[src/rtl/eass_pkg.sv]
`timescale 1ns / 1ps
// Package for the energy-aware sleep scheduler.
// Holds register indexes, reset values, band codes and divide constants.
package eass_pkg;

	localparam int unsigned DataW = 16;
	localparam int unsigned CfgIdxW = 3;

	typedef logic [DataW-1:0] word_t;

	localparam logic [CfgIdxW-1:0] REG_FASTEST  = 3'd0;
	localparam logic [CfgIdxW-1:0] REG_SLOWEST  = 3'd1;
	localparam logic [CfgIdxW-1:0] REG_LOWV     = 3'd2;
	localparam logic [CfgIdxW-1:0] REG_SHUTOFF  = 3'd3;
	localparam logic [CfgIdxW-1:0] REG_CEILING  = 3'd4;
	localparam logic [CfgIdxW-1:0] REG_TARGET   = 3'd5;

	localparam word_t RST_FASTEST = 16'd1;
	localparam word_t RST_SLOWEST = 16'd7200;
	localparam word_t RST_LOWV    = 16'd7200;
	localparam word_t RST_SHUTOFF = 16'd3000;
	localparam word_t RST_CEILING = 16'd5000;
	localparam word_t RST_TARGET  = 16'd4500;
	localparam word_t RST_PERIOD  = 16'd3600;

	localparam word_t SMALL_STEP  = 16'd10;

	// floor(p/5) = (p*DIV5_MUL) >> 18, floor(p/10) = same >> 19, exact for 16-bit p
	localparam logic [16:0] DIV5_MUL  = 17'd52429;
	localparam int unsigned DIV5_SH   = 18;
	localparam int unsigned DIV10_SH  = 19;
	// floor(p/50) = (p*DIV50_MUL) >> 22, exact for 16-bit p
	localparam logic [16:0] DIV50_MUL = 17'd83887;
	localparam int unsigned DIV50_SH  = 22;

	typedef enum logic [2:0] {
		BAND_SHUTOFF = 3'd0,
		BAND_CEILING = 3'd1,
		BAND_MIAD    = 3'd2,
		BAND_AIMD    = 3'd3,
		BAND_TARGET  = 3'd4
	} band_t;

endpackage

[src/rtl/energy_aware_sleep_scheduler.sv]
`timescale 1ns / 1ps
// Energy-aware sleep scheduler: MIAD/AIMD duty-cycle controller, single module.
// Depends on eass_pkg.
//
// Usage:
//   Input channel (voltage_valid / voltage_stall / voltage_mv) takes one averaged
//   capacitor voltage word per wake-up. Output channel (result_valid /
//   result_stall) returns one word per input: sleep_seconds, suspended, band.
//   Config port: cfg_we writes cfg_data into register cfg_index (0..5), no
//   read-back; indexes 6 and 7 are ignored. Write only while the block is idle.
// Path: an accepted word passes the input register, then the result register.
// Throughput: one word per cycle unless a result is stalled. The input register
//   feeds combinational logic (two 16x17 reciprocal multiplies, add, clamp) into
//   the result register, which also updates period and previous-voltage state.
// Stall: while result_stall holds a pending result, the input register keeps
//   its word and voltage_stall rises once that register is full; nothing is
//   dropped.
// Reset (arst_n low): registers return to their defaults, the period to 3600,
//   the previous voltage to 0, and both pipeline registers empty.
module energy_aware_sleep_scheduler (
	input  logic                                clk,
	input  logic                                arst_n,
	input  logic                                voltage_valid,
	output logic                                voltage_stall,
	input  eass_pkg::word_t                     voltage_mv,
	output logic                                result_valid,
	input  logic                                result_stall,
	output eass_pkg::word_t                     sleep_seconds,
	output logic                                suspended,
	output logic [2:0]                          band,
	input  logic                                cfg_we,
	input  logic [eass_pkg::CfgIdxW-1:0]        cfg_index,
	input  eass_pkg::word_t                     cfg_data
);
	import eass_pkg::*;

	word_t fastest_q, slowest_q, lowv_q, shutoff_q, ceiling_q, target_q;
	word_t period_q, prev_q;

	logic  valid_s1;
	word_t voltage_s1;
	logic  advance;

	word_t        diff;
	logic         neg;
	logic         small_chg;
	logic [32:0]  m5, m50;
	logic [18:0]  p, q5, tenth, q50;
	logic [18:0]  grow_base, grow_step, p_miad, p_aimd, shrink, p_rule, p_clamp;
	word_t        p_next;
	band_t        band_c, band_q;

	function automatic logic [18:0] clamp_period(logic [18:0] x, word_t lo, word_t hi);
		logic [18:0] y;
		y = (x < 19'(lo)) ? 19'(lo) : x;
		y = (y > 19'(hi)) ? 19'(hi) : y;
		return y;
	endfunction

	assign advance       = valid_s1 && (!result_valid || !result_stall);
	assign voltage_stall = valid_s1 && !advance;

	always_comb begin
		diff      = voltage_s1 - prev_q;
		neg       = diff[DataW-1];
		small_chg = !neg && (diff < SMALL_STEP);
		p         = 19'(period_q);
		m5        = 33'(period_q) * 33'(DIV5_MUL);
		m50       = 33'(period_q) * 33'(DIV50_MUL);
		q5        = 19'(m5 >> DIV5_SH);
		tenth     = 19'(m5 >> DIV10_SH);
		q50       = 19'(m50 >> DIV50_SH);

		// MIAD: divide by 5 on non-negative change, then grow by a tenth on a fall or a change below SMALL_STEP
		grow_base = neg ? p : q5;
		grow_step = neg ? tenth : q50;
		if (grow_step == '0) begin
			grow_step = 19'd1;
		end
		p_miad = (neg || small_chg) ? grow_base + grow_step : grow_base;

		// AIMD: shrink by a tenth on a rise, else multiply by 5
		if (tenth == '0) begin
			shrink = (p != '0) ? 19'd1 : 19'd0;
		end else begin
			shrink = tenth;
		end
		p_aimd = (!neg && diff != '0) ? p - shrink : (p << 2) + p;

		p_rule  = (voltage_s1 > target_q) ? p_miad : p_aimd;
		p_clamp = clamp_period(p_rule, fastest_q, slowest_q);

		if (voltage_s1 <= shutoff_q) begin
			band_c = BAND_SHUTOFF;
			p_next = lowv_q;
		end else if (voltage_s1 >= ceiling_q) begin
			band_c = BAND_CEILING;
			p_next = fastest_q;
		end else if (voltage_s1 > target_q) begin
			band_c = BAND_MIAD;
			p_next = p_clamp[DataW-1:0];
		end else if (voltage_s1 < target_q) begin
			band_c = BAND_AIMD;
			p_next = p_clamp[DataW-1:0];
		end else begin
			band_c = BAND_TARGET;
			p_next = period_q;
		end
	end

	always_ff @(posedge clk or negedge arst_n) begin
		if (!arst_n) begin
			fastest_q <= RST_FASTEST;
			slowest_q <= RST_SLOWEST;
			lowv_q    <= RST_LOWV;
			shutoff_q <= RST_SHUTOFF;
			ceiling_q <= RST_CEILING;
			target_q  <= RST_TARGET;
		end else if (cfg_we) begin
			unique case (cfg_index)
				REG_FASTEST: fastest_q <= cfg_data;
				REG_SLOWEST: slowest_q <= cfg_data;
				REG_LOWV:    lowv_q    <= cfg_data;
				REG_SHUTOFF: shutoff_q <= cfg_data;
				REG_CEILING: ceiling_q <= cfg_data;
				REG_TARGET:  target_q  <= cfg_data;
				default: ;
			endcase
		end
	end

	always_ff @(posedge clk or negedge arst_n) begin
		if (!arst_n) begin
			valid_s1     <= 1'b0;
			result_valid <= 1'b0;
			period_q     <= RST_PERIOD;
			prev_q       <= '0;
		end else begin
			if (!voltage_stall) begin
				valid_s1 <= voltage_valid;
			end
			if (advance) begin
				result_valid <= 1'b1;
				period_q     <= p_next;
				prev_q       <= voltage_s1;
			end else if (!result_stall) begin
				result_valid <= 1'b0;
			end
		end
	end

	always_ff @(posedge clk) begin
		if (voltage_valid && !voltage_stall) begin
			voltage_s1 <= voltage_mv;
		end
		if (advance) begin
			sleep_seconds <= p_next;
			suspended     <= (band_c == BAND_SHUTOFF);
			band_q        <= band_c;
		end
	end

	assign band = band_q;

	a_suspend_band: assert property (@(posedge clk) disable iff (!arst_n)
		result_valid |-> (suspended == (band_q == BAND_SHUTOFF)))
		else $error("suspended flag disagrees with band");

	a_period_tracks: assert property (@(posedge clk) disable iff (!arst_n)
		result_valid |-> (sleep_seconds == period_q))
		else $error("shown period differs from stored period");

	a_stall_full: assert property (@(posedge clk) disable iff (!arst_n)
		voltage_stall |-> (valid_s1 && result_valid && result_stall))
		else $error("input stalled without a blocked result");

	a_clamped: assert property (@(posedge clk) disable iff (!arst_n)
		(result_valid && (band_q == BAND_MIAD || band_q == BAND_AIMD)
		 && fastest_q <= slowest_q)
		|-> (sleep_seconds >= fastest_q && sleep_seconds <= slowest_q))
		else $error("rule result outside rate limits");

endmodule

[config.mk]
export PLATFORM = sky130hd
export DESIGN_NAME = energy_aware_sleep_scheduler
export DESIGN_NICKNAME = d
export VERILOG_FILES = /design/src/rtl/eass_pkg.sv /design/src/rtl/energy_aware_sleep_scheduler.sv
export SDC_FILE = /design/constraint.sdc
export NUM_CORES = 1
export LEC_CHECK = 0
export BUFFER_PORTS_ARGS = -buffer_cell sky130_fd_sc_hd__buf_2
export CAP_MARGIN = 20
export CORE_MARGIN = 1
export CORE_UTILIZATION = 35
export DETAILED_ROUTE_END_ITERATION = 10
export MAX_ROUTING_LAYER = met4
export SLEW_MARGIN = 20
export SYNTH_ARGS = -nofsm -noshare
export SYNTH_HDL_FRONTEND = slang
export SYNTH_SLANG_ARGS = --single-unit
export TNS_END_PERCENT = 1
[constraint.sdc]
create_clock -name clk -period 20.7 [get_ports clk]
set_clock_uncertainty 0.2 [all_clocks]
set_input_delay 3.105 -clock clk [delete_from_list [all_inputs] [get_ports clk]]
set_output_delay 3.105 -clock clk [all_outputs]
set_load 0.02 [all_outputs]
==> results.tsv <==
stage	metric	value	unit
place	dpl_worst_slack	4.16	ns
die	rows	91	
finish	fill_cells	6205	
cts	clock_sinks	166	
critical_path	worstPathArrival	16.82	ns
run_status	status	completed	
sta	max_freq	59.7	MHz
global_route	grt_pass1_wl	106	mm
yosys	synth_edf_count	36	
die	die_w	252	um
finish	drive_gt1_frac	0.104	
critical_path	crit_path_start	period_q[8]$_DFFE_PN0P_	
drt	via_per_inst	5.33	
global_route	grt.overflow.total	0	
yosys	async_flop_share	0.783	
place	gp_congestion	0.990	
critical_path	crit_path_end_kind	register	
global_route	grt_pass1_vias	18000	
cts	cts_tree	built	
place	hpwlAfterDp	55.5	mm
global_route	antenna_found_initial	4	
sta	rsz0062_at_grt	false	
die	die_h	252	um
finish	mostFrequentLayoutCell	inv_1	
cts	postCtsSetupRepairBufs	0	
cts	clock_latency	0.44	ns
yosys	syn_area	0.0219	mm^2
sta	hold_violations	0	
sta	period_minus_slack	16.74	ns
finish	final_cell_mix	434 x inv_1, 386 x ha_1, 185 x fa_1, 160 x nand2_1, 157 x o21ai_0	
drt	drc	0	
drt	drtPass1Iterations	7	
place	port_buffers	61	
critical_path	setup.worst_path.end	sleep_seconds[5]$_DFFE_PP_	
drt	vias	17300	
cts	htreeDepth	4	
critical_path	cp_num_buf_inv	5	
yosys	synthFlopType	dfrtp_1	
die	core_area	0.0617	mm^2
critical_path	r2r_setup_slack	3.96	ns
die	pin_count	62	
sta	slew_viol_final	0	
sta	setup_ws	3.96	ns
cts	cts_buffers	17	
critical_path	crit_path_top_delay_cell	dfrtp_1	
drt	dr.first_iter.drc_count	1291	
critical_path	worstRegToRegCells	54	
sta	max_slew_margin	0.245	
cts	clk_pin_slew_worst_paths	0.07	ns
finish	multi_input_area	0.0157	mm^2
cts	cts-hold-fix-buffers	0	
critical_path	cp_num_cells	54	
critical_path	regToRegStartpoint	period_q[8]$_DFFE_PN0P_	
drt	routed_wl	68.9	mm
finish	fin_nets	3000	
cts	clk_path_buf_depth	2	
critical_path	crit_top_cell	fa_1	
drt	wl_per_cell	21.3	um
critical_path	slowest_delay	0.86	ns
yosys	avgSynthCellArea	9.34	um^2
critical_path	start_kind	register	
finish	area_growth	8.72	%
critical_path	r2r-end	sleep_seconds[5]$_DFFE_PP_	
yosys	ys_types	91	
cts	cts-root-buf	clkbuf_16	
yosys	synthCells	2343	
critical_path	critPathTopFamily	compound AO/OA/AOI/OAI gates	
yosys	ys_ff_latch	166	
die	start_util	0.355	
critical_path	path_class	reg2reg	
hold_path	hold_class	reg2reg	
yosys	yosys_warnings	0	
sta	setup_viol	0	
finish	seq_area	0.00437	mm^2
sta	fin_tns_setup	0	ns
drt	ant_nets	0	
yosys	syn_nets	2954	
sta	tightest_slew	1.12	ns
critical_path	crit_fanout	25	
critical_path	crit_required	20.78	ns
cts	cts_resized	0	
sta	min_period_over_period	0.809	
global_route	grt_max_degree	67	
job	drv_cap	0	
global_route	globalRouteTotalUtil	0.227	
die	fp.dieArea	0.0635	mm^2
yosys	ys_seq_area_frac	0.200	
-- area by class of cell --
class	count	share of cell area
antenna	4	0.000421
clock buffer	17	0.0179
clock inverter	15	0.00726
inverter	435	0.0686
multi-input combinational	1689	0.659
sequential	166	0.184
tap	837	0.0440
timing repair buffer	80	0.0191
-- logic make-up (layout without fill, tap and decap cells) --
kind of cell,after synthesis,count (layout),share of synthesized area
fa+ha+maj,571,571,0.390
flops,166,166,0.200
mux,88,88,0.0446
compound gates,521,521,0.153
buf+inv,488,547,0.0867
other cells,0,4,0
xor+xnor,68,68,0.0284
simple gates,441,441,0.0973
-- how the worst min path moves through the flow --
stage	cells past startpoint	end	slack (ns)	startpoint
3_3_place_gp	1	result_valid$_DFFE_PN0P_	0.27	valid_s1$_DFFE_PN0N_
6_report	2	prev_q[0]$_DFFE_PN0P_	0.29	prev_q[0]$_DFFE_PN0P_
4_1_cts	2	prev_q[0]$_DFFE_PN0P_	0.30	prev_q[0]$_DFFE_PN0P_
5_1_grt	1	result_valid$_DFFE_PN0P_	0.32	valid_s1$_DFFE_PN0N_
2_1_floorplan	2	prev_q[0]$_DFFE_PN0P_	0.26	prev_q[0]$_DFFE_PN0P_
3_5_place_dp	2	prev_q[0]$_DFFE_PN0P_	0.28	prev_q[0]$_DFFE_PN0P_
-- layer usage --
layer / GRT usage / vias to the layer above / part of all wire
met4: 0.0793 / 0 / 0.034
met2: 0.379 / 496 / 0.48
met3: 0.0341 / 119 / 0.046
li1: - / 8147 / -
met1: 0.279 / 8509 / 0.44
met5: - / - / 0
-- stage by stage --
step / hold slack [ns] / util / cells / instance area [um^2]
after global routing: 0.317 / 0.386 / 3242 / 23800
after global placement: 0.270 / 0.376 / 3207 / 23200
after detailed placement: 0.281 / 0.376 / 3207 / 23200
final: 0.290 / 0.386 / 3243 / 23800
after CTS: 0.297 / 0.385 / 3239 / 23800
after floorplan: 0.256 / - / 2343 / 21900
-- sequential cells by signal (all words and copies together), names as in the netlist --
| signal | count |
|---|---|
| lowv_q | 16 |
| fastest_q | 16 |
| period_q | 16 |
| voltage_s1 | 16 |
| ceiling_q | 16 |
| prev_q | 16 |
| target_q | 16 |
| sleep_seconds | 16 |
| valid_s1 | 1 |
| slowest_q | 16 |
| band | 3 |
| suspended | 1 |
| shutoff_q | 16 |
| result_valid | 1 |
-- synth_stat cells (5+ instances only) --
master       n  area [um^2]
a31oi_1     23          144
o211ai_1    21          158
nand2_1    160          601
mux2i_1     21          210
xnor2_1     45          394
a211oi_1    20          150
nand3_1     45          225
o21bai_1    11         82.6
and3_1      15         93.8
a22oi_1      6         45.0
a21oi_1    121          606
xor2_1      21          184
a311oi_1     6         52.6
edfxtp_1    36         1080
o2111ai_1    6         52.6
o21ai_1     11         55.1
clkbuf_1    33          124
inv_1      435         1630
nor2b_1     15         93.8
nand2b_1    21          131
dfrtp_1    100         2500
a21o_1      44          330
nor2_1      72          270
nor3_1      37          185
and2_1       8         50.1
o21a_1      18          135
or2_2        5         31.3
or3_1        8         50.1
o21ai_0    157          786
nand4_1     22          138
o221ai_1     7         61.3
buf_2        7         35.0
mux2_2      66          743
dfstp_2     30          788
fa_1       185         3700
buf_1        5         18.8
ha_1       386         4830
-- worst min-delay path, cell delays in order (launching register included) --
cell,delay (ns)
dfrtp_1,0.35
nand2_1,0.05
o21ai_0,0.06
Power is left out: the tool's default activity adds up to more than one toggle a clock period on the data nets, which glitch-free logic cannot reach.
